## config.mk

```make
export PLATFORM = sky130hd
export DESIGN_NAME = lstk_ram
export DESIGN_NICKNAME = d
export VERILOG_FILES = /design/src/rtl/lstk_ram.sv
export SDC_FILE = /design/constraint.sdc
export NUM_CORES = 2
export LEC_CHECK = 0
export ABC_CLOCK_PERIOD_IN_PS = 12000
export BUFFER_PORTS_ARGS = -buffer_cell sky130_fd_sc_hd__buf_4
export CAP_MARGIN = 20
export CORE_MARGIN = 2
export CORE_UTILIZATION = 60
export DETAILED_ROUTE_END_ITERATION = 10
export PLACE_DENSITY = 0.76
export SYNTH_ARGS = -nofsm -noshare
export SYNTH_HDL_FRONTEND = slang
export SYNTH_SLANG_ARGS = --single-unit
```

## constraint.sdc

```tcl
create_clock -name clk -period 12 [get_ports clk]
set_input_delay 1.8 -clock clk [delete_from_list [all_inputs] [get_ports clk]]
set_output_delay 1.8 -clock clk [all_outputs]
set_load 0.005 [all_outputs]
```

## src/rtl/lstk_ram.sv

```systemverilog
// ----------------------------------------------------------------------------
// lstk_ram
// Simple dual-port synchronous RAM: one write port, one registered read port.
// ----------------------------------------------------------------------------
`timescale 1ns / 1ps

module lstk_ram #(
	parameter int Depth = 128,
	parameter int Width = 32,
	localparam int AddrW = $clog2(Depth)
) (
	input  logic             clk,
	input  logic             we,
	input  logic [AddrW-1:0] waddr,
	input  logic [Width-1:0] wdata,
	input  logic             re,
	input  logic [AddrW-1:0] raddr,
	output logic [Width-1:0] rdata
);

	logic [Width-1:0] mem [Depth];

	always_ff @(posedge clk) begin
		if (we) begin
			mem[waddr] <= wdata;
		end
	end

	always_ff @(posedge clk) begin
		if (re) begin
			rdata <= mem[raddr];
		end
	end

endmodule

```

; ---- Word level (Yosys, flattened, before mapping)
; Memory sizes are Yosys's and may differ from the RTL's. A register that Yosys moved wholly into a read port is not among the register bits.
; Cells that the tools add are included.
[totals]
ramBits = 4096
memories = 1
output_inout_bits = 32
regBits = 0
[classes]
muxes = 2
[memory_table]
columns = memory, words, width, read_ports, rd_clocked_by_memory_dff, write_ports, line
row1 = mem, 128, 32, 1, 1, 1, 21  ; logic [Width-1:0] mem [Depth];
[ops]
columns = cell, count
row1 = 2-to-1 mux 1 bit, 2

; ---- Logic depth before layout (Yosys ltp)
[depth]
ltp_word = 2
depth_mapped = 8

; ---- Worst setup path before layout
; No wires, ideal clock.
[synth_timing]
path_kind = input to register
start = input we
end = memory mem[98][0] (enable)
n_path_buf = 1
slack_ps = 6961
cell_stages = 3
t_required_ps = 11539
arrival_ps = 4578
path_cell_list = clkbuf_1 nand4_1 nor3_1
[synth_via]
elab_chain_cells = 2
[synth_lines]
columns = item, line
row1 = "start, declared", 13  ; input logic we,
row2 = 2-to-1 mux 1 bit, 24  ; if (we) begin
row3 = 2-to-1 mux 1 bit (not written as such), 25  ; mem[waddr] <= wdata;
row4 = "end, declared", 21
; Every way passes these cells.

==> impl_metrics.py <==
metrics = {
    "clock_network": {
        "clock-sinks": 4128,
        "cts_made_buffers": 403,
        "clk_latency_ns": 1.01,
        "clk_path_buf_depth": 4,
        "post-cts-setup-buffers": 0,
        "cts_resized": 0,
        "clkTransAtPathRegs_ns": 0.07,
        "cts_tree": "built",
        "h-tree-depth": 5,
        "cts_hold_buf": 0,
        "clockRootBuffer": "clkbuf_16",
    },
    "die": {
        "fp-row-count": 187,
        "io_pins": 81,
        "die_h_um": 515,
        "start_util": 0.604,
        "dieArea_um2": 265000,
        "fp.dieW_um": 515,
        "coreArea_um2": 259000,
    },
    "timing": {
        "relSlewSlack": 0.192,
        "layout_setup_ws_ns": 6.26,
        "fmax_ghz": 0.174,
        "period_needed_ns": 5.74,
        "setup_viol": 0,
        "tightest_slew_ns": 1.21,
        "worst_clock_skew_ns": 0.0642,
        "finalMaxSlewViolations": 0,
        "post-route-period-util": 0.478,
        "hold_violations": 0,
        "rsz0062_at_grt": "false",
        "setup_tns_ns": 0,
    },
    "pwr": {
        "p_switching_uw": 6380,
        "power.share.clock": 0.420,
        "peakVddDrop_mv": 0.179,
        "internal_power_uw": 23800,
        "p_per_area_nw_per_um2": 172,
        "seqPwrFrac": 0.530,
        "switching_share": 0.211,
        "p_comb_frac": 0.050,
        "p_leak_uw": 0.0539,
    },
    "drt": {
        "drt-total-wl_um": 435000,
        "vias": 73782,
        "drtIter0Drc": 13311,
        "dr.pass1.iters": 6,
        "drc": 0,
        "wl_per_cell_um": 43.1,
        "vias_per_cell": 7.30,
        "ant_nets": 0,
    },
    "placed_design": {
        "dpl_worst_slack_ns": 5.47,
        "io_buffers": 80,
        "dpl.hpwl_um": 211000,
        "place_congestion": 0.822,
    },
    "outcome": {
        "status": "complete, no violations",
    },
    "flow_run": {
        "drv_cap": 0,
    },
    "global_routing": {
        "grt_pass1_vias": 75059,
        "grt_pass1_wl_um": 602000,
        "grt_max_degree": 170,
        "grt_overflow_total": 0,
        "antenna_found_initial": 51,
        "grtUsageTotal": 0.334,
    },
    "layout": {
        "drive_above_1_share": 0.355,
        "syn_to_final_growth_pct": 12.4,
        "num-nets-final": 6417,
    },
    "critical_path": {
        "worst_ep_arrival_time_ns": 6.48,
        "path_max_fanout": 169,
        "crit-reg2reg-launch": "mem[124][19]",
        "worst_setup_path_start_kind": "primary input",
        "critPathRequiredTime_ns": 12.74,
        "reg2reg_slack_ns": 9.09,
        "r2r_cells": 4,
        "crit_path_end_kind": "register",
        "r2r_end": "rdata[19]",
        "crit_type": "in2reg",
    },
    "logic_synthesis": {
        "syn_area_per_cell_um2": 26.1,
        "synthTopCellsByArea": "edfxtp_1 (79%), mux4_2 (19%), clkbuf_1 (0.44%)",
        "synth_cells": 5990,
        "synth_warnings": 0,
        "synth_top_area_share": 0.792,
        "synth-seq-area-share": 0.792,
        "synthDistinctLibCells": 16,
        "yosys.area.top_type": "edfxtp_1",
        "syn_nets": 6039,
        "ys_ff_latch": 4128,
        "syn_area_um2": 157000,
    },
    "hold_path": {
        "min-delay-path-class": "reg2reg",
        "hold_path_end": "rdata[25]",
        "min_from": "mem[64][25]",
        "hold_depth": 4,
    },
}
## cells in the mapped netlist
master    count
edfxtp_1   4128
mux4_2     1344
clkbuf_1    182
nor2_1      122
buf_2        79
buf_1        50
mux2_2       32
nand2_1      14
nand3_1      12
nor3_1        9
nor2b_1       7
buf_4         3
nand4_1       3
buf_6         2
nand2b_1      2
or3_1         1
## routing by layer
layer,track usage,routed length (um)
met1,0.443,140000
met2,0.515,209000
met3,0.0732,54300
met4,0.207,31800
met5,0,152
## worst max path at each step
stage              from          to  slack [ns]
2_1_floorplan        we  mem[98][0]        6.96
3_3_place_gp   raddr[2]   rdata[10]        5.50
3_5_place_dp   raddr[2]   rdata[16]        5.47
4_1_cts        raddr[2]   rdata[10]        6.47
5_1_grt        raddr[2]   rdata[16]        6.32
6_report       raddr[2]   rdata[16]        6.26
## area by class of cell
type,instances,area [um2]
antenna,25,62.6
clock buffer,478,10500
clock inverter,242,2480
fill,14498,83500
multi-input combinational,1546,32300
sequential,4128,124000
tap,3402,4260
timing repair buffer,289,2420
## power groups by stage
stage / sequential (uW) / clock (uW) / combinational [uW]
6_report: 16000 / 12700 / 1520
3_5_place_dp: 16300 / 0 / 1470
3_3_place_gp: 16300 / 0 / 1440
5_1_grt: 16000 / 13200 / 1560
4_1_cts: 16000 / 12700 / 1500
2_1_floorplan: 16300 / 0 / 769
## through the flow
| stage | cells | total power (uW) | cell area (um2) | hold WS, ns | util |
|---|---|---|---|---|---|
| 6_report | 10110 | 30200 | 176000 | 1.22 | 0.678 |
| 5_1_grt | 10094 | 30800 | 176000 | 1.23 | 0.678 |
| 4_1_cts | 10082 | 30200 | 176000 | 1.21 | 0.678 |
| 3_5_place_dp | 9362 | 17800 | 163000 | 1.20 | 0.628 |
| 3_3_place_gp | 9361 | 17700 | 163000 | 1.18 | 0.628 |
| 2_1_floorplan | 5990 | 17000 | 157000 | 1.15 | - |
## worst max-delay path, cell delays in order
cell and delay (ns):
buf_8 0.61, buf_4 0.83, buf_12 0.83, mux4_2 0.44, mux4_2 0.66, mux4_2 0.64
mux2_2 0.32
## registers in the layout (all words and copies together) (netlist names)
signal,flops
rdata,32
mem,4096
## layout by cell type, fill, tap and decap left out, drive strengths merged
cell,count
edfxtp,4128
mux4,1344
clkbuf,478
buf,289
clkinv,168
nor2,122
bufinv,50
mux2,32
diode,25
clkinvlp,16
nand2,14
nand3,12
nor3,9
inv,8
nor2b,7
nand4,3
nand2b,2
or3,1
## cell families after synthesis
kind of cell	Yosys count	synth area share
flops	4128	0.792
mux	1376	0.196
buf+inv	316	0.00837
simple gates	170	0.00445
(Power assumes the default switching activity.)
