===== config.mk =====
export PLATFORM = sky130hd
export DESIGN_NAME = lstk_ctrl_flat
export DESIGN_NICKNAME = d
export VERILOG_FILES = /design/src/rtl/lstk_pkg.sv /design/src/rtl/lstk_if.sv /design/src/rtl/lstk_ctrl.sv /design/src/flat_wrapper.sv
export SDC_FILE = /design/constraint.sdc
export NUM_CORES = 1
export LEC_CHECK = 0
export BUFFER_PORTS_ARGS = -buffer_cell sky130_fd_sc_hd__clkbuf_2
export CAP_MARGIN = 20
export CORE_MARGIN = 3
export CORE_UTILIZATION = 55
export DETAILED_ROUTE_END_ITERATION = 16
export PLACE_DENSITY = 0.81
export SYNTH_ARGS = -nofsm -noshare
export SYNTH_HDL_FRONTEND = slang
export SYNTH_SLANG_ARGS = --single-unit

===== constraint.sdc =====
create_clock -name clk -period 9.7 [get_ports clk]
set_input_delay 1.455 -clock clk [delete_from_list [all_inputs] [get_ports clk]]
set_output_delay 1.455 -clock clk [all_outputs]
set_load 0.005 [all_outputs]

===== src/rtl/lstk_pkg.sv =====
// ----------------------------------------------------------------------------
// lstk_pkg
// Shared constants, codes and types of the bounded LIFO stack with reverse.
// ----------------------------------------------------------------------------
`timescale 1ns / 1ps

package lstk_pkg;

	localparam int DEPTH       = 128;
	localparam int DATA_W      = 32;
	localparam int ADDR_W      = $clog2(DEPTH);
	localparam int CNT_W       = $clog2(DEPTH + 1);
	localparam int COUNT_OUT_W = 8;

	typedef enum logic [1:0] {
		ACT_PUSH    = 2'd0,
		ACT_POP     = 2'd1,
		ACT_BOTTOM  = 2'd2,
		ACT_REVERSE = 2'd3
	} lstk_action_t;

	typedef enum logic [1:0] {
		STAT_OK  = 2'd0,
		STAT_OVF = 2'd1,
		STAT_UNF = 2'd2
	} lstk_status_t;

	typedef enum logic [3:0] {
		ST_IDLE,
		ST_POP_RD,
		ST_SH_RD,
		ST_SH_WR,
		ST_BOT_WR,
		ST_RV_RD_LO,
		ST_RV_RD_HI,
		ST_RV_WR_LO,
		ST_RV_WR_HI,
		ST_DONE
	} lstk_state_t;

	typedef struct packed {
		logic              we;
		logic [ADDR_W-1:0] waddr;
		logic [DATA_W-1:0] wdata;
		logic              re;
		logic [ADDR_W-1:0] raddr;
	} lstk_mem_req_t;

	typedef struct packed {
		logic signed [DATA_W-1:0] popped_value;
		lstk_status_t             status;
		logic [COUNT_OUT_W-1:0]   entry_count;
		logic                     is_empty;
		logic                     is_full;
	} lstk_res_t;

endpackage


===== src/rtl/lstk_if.sv =====
// ----------------------------------------------------------------------------
// lstk_if
// Valid/ready channels of the stack: request channel and response channel.
// ----------------------------------------------------------------------------
`timescale 1ns / 1ps

interface lstk_req_if;
	logic               valid;
	logic               ready;
	logic [1:0]         action;
	logic signed [31:0] value;

	modport source (output valid, output action, output value, input ready);
	modport sink (input valid, input action, input value, output ready);
endinterface



===== src/rtl/lstk_ctrl.sv =====
// ----------------------------------------------------------------------------
// lstk_ctrl
// Sequencer of the stack: fill count, memory accesses and per-action result.
// ----------------------------------------------------------------------------
`timescale 1ns / 1ps

module lstk_ctrl import lstk_pkg::*; (
	input  logic              clk,
	input  logic              arst_n,
	lstk_req_if.sink          req,
	output lstk_mem_req_t     mem_req,
	input  logic [DATA_W-1:0] mem_rdata,
	output logic              res_valid,
	output lstk_res_t         res,
	input  logic              res_ready
);

	lstk_state_t              state_q, state_d;
	logic [CNT_W-1:0]         count_q, count_d;
	logic [ADDR_W-1:0]        idx_q, idx_d;
	logic [ADDR_W-1:0]        lo_q, lo_d;
	logic [ADDR_W-1:0]        hi_q, hi_d;
	logic [DATA_W-1:0]        val_q, val_d;
	logic [DATA_W-1:0]        tmp_q, tmp_d;
	logic signed [DATA_W-1:0] popped_q, popped_d;
	lstk_status_t             status_q, status_d;
	logic                     is_full;
	logic                     is_empty;

	assign is_full  = (count_q == CNT_W'(DEPTH));
	assign is_empty = (count_q == '0);

	always_ff @(posedge clk or negedge arst_n) begin
		if (!arst_n) begin
			state_q <= ST_IDLE;
			count_q <= '0;
		end else begin
			state_q <= state_d;
			count_q <= count_d;
		end
	end

	always_ff @(posedge clk) begin
		idx_q    <= idx_d;
		lo_q     <= lo_d;
		hi_q     <= hi_d;
		val_q    <= val_d;
		tmp_q    <= tmp_d;
		popped_q <= popped_d;
		status_q <= status_d;
	end

	always_comb begin
		state_d   = state_q;
		count_d   = count_q;
		idx_d     = idx_q;
		lo_d      = lo_q;
		hi_d      = hi_q;
		val_d     = val_q;
		tmp_d     = tmp_q;
		popped_d  = popped_q;
		status_d  = status_q;
		mem_req   = '0;
		req.ready = 1'b0;
		res_valid = 1'b0;

		case (state_q)
			ST_IDLE: begin
				req.ready = 1'b1;
				if (req.valid) begin
					popped_d = '0;
					status_d = STAT_OK;
					val_d    = req.value;
					state_d  = ST_DONE;
					case (lstk_action_t'(req.action))
						ACT_PUSH: begin
							if (is_full) begin
								status_d = STAT_OVF;
							end else begin
								mem_req.we    = 1'b1;
								mem_req.waddr = count_q[ADDR_W-1:0];
								mem_req.wdata = req.value;
								count_d       = count_q + CNT_W'(1);
							end
						end
						ACT_POP: begin
							if (is_empty) begin
								popped_d = '1;
								status_d = STAT_UNF;
							end else begin
								mem_req.re    = 1'b1;
								mem_req.raddr = ADDR_W'(count_q - CNT_W'(1));
								count_d       = count_q - CNT_W'(1);
								state_d       = ST_POP_RD;
							end
						end
						ACT_BOTTOM: begin
							if (is_full) begin
								status_d = STAT_OVF;
							end else if (is_empty) begin
								state_d = ST_BOT_WR;
							end else begin
								idx_d   = ADDR_W'(count_q - CNT_W'(1));
								state_d = ST_SH_RD;
							end
						end
						ACT_REVERSE: begin
							if (count_q >= CNT_W'(2)) begin
								lo_d    = '0;
								hi_d    = ADDR_W'(count_q - CNT_W'(1));
								state_d = ST_RV_RD_LO;
							end
						end
						default: begin
							state_d = ST_DONE;
						end
					endcase
				end
			end
			ST_POP_RD: begin
				popped_d = $signed(mem_rdata);
				state_d  = ST_DONE;
			end
			// move entries up one slot, top first
			ST_SH_RD: begin
				mem_req.re    = 1'b1;
				mem_req.raddr = idx_q;
				state_d       = ST_SH_WR;
			end
			ST_SH_WR: begin
				mem_req.we    = 1'b1;
				mem_req.waddr = idx_q + ADDR_W'(1);
				mem_req.wdata = mem_rdata;
				if (idx_q == '0) begin
					state_d = ST_BOT_WR;
				end else begin
					idx_d   = idx_q - ADDR_W'(1);
					state_d = ST_SH_RD;
				end
			end
			ST_BOT_WR: begin
				mem_req.we    = 1'b1;
				mem_req.waddr = '0;
				mem_req.wdata = val_q;
				count_d       = count_q + CNT_W'(1);
				state_d       = ST_DONE;
			end
			// swap one pair of entries from the outside in
			ST_RV_RD_LO: begin
				mem_req.re    = 1'b1;
				mem_req.raddr = lo_q;
				state_d       = ST_RV_RD_HI;
			end
			ST_RV_RD_HI: begin
				mem_req.re    = 1'b1;
				mem_req.raddr = hi_q;
				tmp_d         = mem_rdata;
				state_d       = ST_RV_WR_LO;
			end
			ST_RV_WR_LO: begin
				mem_req.we    = 1'b1;
				mem_req.waddr = lo_q;
				mem_req.wdata = mem_rdata;
				state_d       = ST_RV_WR_HI;
			end
			ST_RV_WR_HI: begin
				mem_req.we    = 1'b1;
				mem_req.waddr = hi_q;
				mem_req.wdata = tmp_q;
				lo_d          = lo_q + ADDR_W'(1);
				hi_d          = hi_q - ADDR_W'(1);
				if (({1'b0, hi_q} - {1'b0, lo_q}) > (ADDR_W + 1)'(2)) begin
					state_d = ST_RV_RD_LO;
				end else begin
					state_d = ST_DONE;
				end
			end
			ST_DONE: begin
				res_valid = 1'b1;
				if (res_ready) begin
					state_d = ST_IDLE;
				end
			end
			default: begin
				state_d = ST_IDLE;
			end
		endcase
	end

	assign res.popped_value = popped_q;
	assign res.status       = status_q;
	assign res.entry_count  = COUNT_OUT_W'(count_q);
	assign res.is_empty     = is_empty;
	assign res.is_full      = is_full;

endmodule


===== src/flat_wrapper.sv =====
// flat-port wrapper written by rule: the top's interface ports become plain ports
module lstk_ctrl_flat import lstk_pkg::*;
  (clk, arst_n, mem_req, mem_rdata, res_valid, res, res_ready, req_valid, req_action, req_value, req_ready);
  lstk_req_if req_i ();
  input  logic clk;
  input  logic arst_n;
  output lstk_mem_req_t mem_req;
  input  logic [DATA_W-1:0] mem_rdata;
  output logic res_valid;
  output lstk_res_t res;
  input  logic res_ready;
  input wire logic [$bits(req_i.valid)-1:0] req_valid;
  input wire logic [$bits(req_i.action)-1:0] req_action;
  input wire logic [$bits(req_i.value)-1:0] req_value;
  output wire logic [$bits(req_i.ready)-1:0] req_ready;
  assign req_i.valid = req_valid;
  assign req_i.action = req_action;
  assign req_i.value = req_value;
  assign req_ready = req_i.ready;
  lstk_ctrl u_core (.clk(clk), .arst_n(arst_n), .req(req_i), .mem_req(mem_req), .mem_rdata(mem_rdata), .res_valid(res_valid), .res(res), .res_ready(res_ready));
endmodule

== After elaboration in Yosys (flattened, before gate mapping) ==
Index checks and enable logic that the tools add are counted.

* Flip-flop bits (word level): 131
* Bits of input ports: 70

* Add/subtract/negate cells: 7
* Order comparisons: 2
* Equality and inequality tests: 24
* Mux-type cells: 45
* Reductions and logical operators: 16

{| class="wikitable"
|+ Operators with widths
! cell !! count
|-
| $pmux 40 s5 || 1
|-
| $mux 32 || 3
|-
| $mux 40 || 2
|-
| $mux 7 || 11
|-
| $pmux 32 s2 || 1
|-
| $mux 48 || 1
|-
| $pmux 7 s2 || 3
|-
| $mux 8 || 5
|-
| $pmux 4 s9 || 1
|-
| $pmux 8 s2 || 2
|-
| $pmux 8 s4 || 1
|-
| $mux 4 || 6
|-
| $eq 4x3->1 const B || 4
|-
| $add 7x1->7 const B || 2
|-
| $ne 2x2->1 const B || 7
|-
| $sub 7x1->7 const B || 2
|-
| $pmux 4 s3 || 1
|-
| $ne 3x3->1 const B || 3
|-
| $add 8x1->8 const B || 1
|-
| $eq 4x2->1 const B || 2
|-
| $eq 4x4->1 const B || 2
|-
| $eq 8x8->1 const B || 1
|-
| $ge 8x2->1 const B || 1
|-
| $gt 8x2->1 const B || 1
|-
| 20 further kinds || 30
|}

== Longest topological paths before layout ==
* Depth in word-level cells: 6
* Gate-level depth with buffers: 9
* Mapped depth without buffers: 9

== Worst setup path after synthesis ==
No wires, ideal clock.

* Path kind: input-to-output
* Start point: in req_valid
* End point: out mem_req[0] in the netlist's numbering
* Arrival: 3.948 ns
* Setup slack: 4.297 ns
* Cell stages on the path: 4
* Path buffers: 0
* Path through: inv_1 > nor2_1 > nand3_1 > o221ai_1

{| class="wikitable"
|+ RTL lines
! item !! line !! source
|-
| start, declared || flat_wrapper.sv:12 || <nowiki>input wire logic [$bits(req_i.valid)-1:0] req_valid;</nowiki>
|-
| end, declared || flat_wrapper.sv:7 || <nowiki>output lstk_mem_req_t mem_req;</nowiki>
|}

==> out/qor_table.md <==
| Metric | Value |
| --- | --- |
| Routability-driven placement congestion ratio | 0.941 |
| Top cells by instance count after synthesis | 119 x edfxtp_1, 94 x nand2_1, 40 x nor2_1 |
| Total count of max-transition violations in the final report | 0 |
| Via-to-Cell Ratio | 6.32 |
| Number of violations reported at the end of detailed-routing iteration 0 | 875 |
| GRT Residual Overflow | 0 |
| Max-slew headroom | 0.298 |
| Data arrival time of the worst path | 3290 ps |
| Number of buffers added for setup after CTS | 0 |
| Critical register-to-register path startpoint | u_core.state_q[3] |
| RSZ-0062 raised after global routing | no |
| Post-synthesis sequential area ratio | 0.557 |
| I/O pins | 164 |
| Number of cells in the finished layout apart from fillers | 936 |
| Width of the chip | 118 um |
| Buf/Inv on CP | 2 |
| Most frequently used cell type in the post-synthesis netlist | edfxtp_1 |
| Placement row count | 40 |
| Cell breakdown of the critical path | or4_1 -> nor2_4 -> buf_4 -> nand3_1 -> o221ai_1 -> clkbuf_2 |
| Routed WL | 19800 um |
| Initial core utilization | 0.572 |
| Most frequently used flop master after synthesis | edfxtp_1 |
| Origin of the worst setup path | u_core.state_q[1] |
| Element type at the critical path end | output port |
| Synthesized area per cell | 11.4 um2 |
| Syn Nets | 696 |
| Leakage component of the power | 3.58 nW |
| Number of H-tree branching levels | 4 |
| Total GRT Usage | 0.280 |
| Worst vdd ir | 0.000178 V |
| Critical-path cell with the highest stage delay | or4_1 |
| Number of clock sinks | 131 |
| Type of the worst setup path | flop to output port |
| Vias post-DR | 5915 |
| Antenna diodes | 0 |
| Post-place instance area | 0.00785 mm2 |
| Post-synth EDFFs | 119 |
| Clock Path Buffers | 2 |
| Worst hold start | u_core.count_q[7] |
| Worst Skew | 8.44 ps |
| Area overhead of the layout relative to synthesis | 22.2% |
| Total CTS buffers | 17 |
| CTS tree | done |
| Final hold violation count | 0 |
| Post-synth top area share | 0.514 |
| Tcrit/Tclk final | 0.489 |
| Initial antenna violation count | 0 |
| Post-detailed-route DRC marker count | 0 |
| Vias in the first global route | 5753 |
| Final ANT Viol Nets | 0 |
| Gate count of the mapped netlist | 611 |
| Total negative slack | 0 ps |
| Register bit count reported by yosys | 131 |
| Layout filler cell count | 877 |
| Finished Cell Area | 0.00850 mm2 |
| Most area-consuming cells after synthesis | edfxtp_1 51%, nand2_1 5.1%, a222oi_1 5.0% |
| Distinct cell type count after synthesis | 63 |
| Total setup violations reported at the end of the flow | 0 |
| Pwr Density | 311 mW/mm2 |
| Async set-or-reset flop fraction in the synthesized netlist | 0.0916 |
| Stage delay of the slowest cell on the critical path | 780 ps |
| Yosys top cell by area | edfxtp_1 |
| Final hold slack | 613 ps |
| Run status | finished clean |
| Number of buffers inserted by port buffering | 163 |
| Share of post-route cells with drive strength above 1 | 0.327 |
| Largest net degree at the start of global routing | 45 |
| # placed instances | 903 |
| Maximum net fanout on the critical path | 36 |
| Floorplan Core Area | 0.0122 mm2 |
| Clock latency of the later-clocked register in the worst-skew pair | 420 ps |
| Quantity of hold-fixing buffers added after cts | 0 |
| Max-capacitance violation count | 0 |
| Die Height | 118 um |
| Global-route wire length before repair | 30700 um |
| DP Wirelength | 13500 um |
| Yosys warns | 0 |
| Max Fclk | 211 MHz |
| Startpoint class of the critical path | flop |
| Quantity of gates resized following cts | 0 |
| Total standard cell area after synthesis | 0.00696 mm2 |
| Clock transition at the registers of the reported paths | 60 ps |
| Kind of cell adding the most delay to the critical path | simple AND/OR/NAND/NOR gates |
| Required time at the worst-slack endpoint | 8250 ps |
| Class of the tightest hold or removal check | flop to flop |
| Final net count | 840 |
| Tmin final | 4740 ps |
| Detailed-route wire length per cell | 21.2 um |
| Total design power | 2.64 mW |
| Die Outline Area | 0.0140 mm2 |
| Worst-margin pin slew | 1050 ps |
| Root Buffer | clkbuf_16 |
| Number of optimization iterations in the first detailed-route pass | 8 |
[power breakdown]
group	internal (mW)	switching, mW
Combinational	0.400	0.575
Sequential	0.823	0.141
Clock	0.464	0.239
Total	1.69	0.955
[state kept, by name, indices dropped and copies added (netlist names)]
signal,flops
u_core.count_q,8
u_core.hi_q,7
u_core.idx_q,7
u_core.lo_q,7
u_core.popped_q,32
u_core.state_q,4
u_core.status_q,2
u_core.tmp_q,32
u_core.val_q,32
[metrics by stage]
step / setup slack, ps / util
4_1_cts: 5010 / 0.698
3_5_place_dp: 5100 / 0.645
5_1_grt: 4830 / 0.699
2_1_floorplan: 4300 / -
3_3_place_gp: 5190 / 0.645
6_report: 4960 / 0.699
[layer usage]
| metal | track usage | up-vias | wire length (um) |
|---|---|---|---|
| met3 | 0.0622 | 48 | 2080 |
| met4 | 0.120 | 0 | 561 |
| met2 | 0.453 | 426 | 9450 |
| li1 | - | 2625 | - |
| met1 | 0.364 | 2816 | 7750 |
| met5 | 0 | - | 0 |
[cells by family (layout without fill, tap and decap cells)]
group,after synthesis,in the layout,synth area share
AOI/OAI and AO/OA,143,143,0.165
and+or+nand+nor,199,199,0.139
muxes,16,16,0.0234
xor gates and xnor gates,31,31,0.0390
buffers and inverters,76,233,0.0489
DFF,131,131,0.557
adders and majority gates,15,15,0.0281
[worst paths after layout]
| kind | to | slack [ps] | cells after the start |
|---|---|---|---|
| max in group asynchronous | u_core.count_q[1] | 8510 | 1 |
| hold reg to reg | u_core.count_q[7] | 610 | 1 |
| setup reg to reg | u_core.idx_q[0] | 6710 | 4 |
| min in group asynchronous | u_core.count_q[3] | 930 | 1 |
| setup / recovery | mem_req[4] | 4960 | 6 |
| hold / removal | u_core.count_q[7] | 610 | 1 |
[cell usage in the layout (no fill, tap or decap), types with 17 or more instances in the layout]
master / count
clkbuf_16: 17
a21oi_1: 22
a222oi_1: 35
clkbuf_2: 163
nor2_1: 37
a31o_2: 31
xnor2_1: 18
inv_1: 27
edfxtp_1: 119
nand2_1: 94
[final cells by class]
class                           instances  area [um2]  area share
Inverter                               27         101      0.0119
Multi-Input combinational cell        404        2770       0.326
Clock inverter                         12         203      0.0238
Sequential cell                       131        3870       0.456
Clock buffer                           20         447      0.0525
Tap cell                              168         210      0.0247
Timing Repair Buffer                  174         898       0.106
[worst register-to-register path, cell delays in order (launching register included)]
cell and delay (ps):
dfrtp_1 590, nand3b_1 340, nor2_1 780, nand2_1 180, a21oi_1 720
Note: power is estimated with default switching activity, not from simulation.
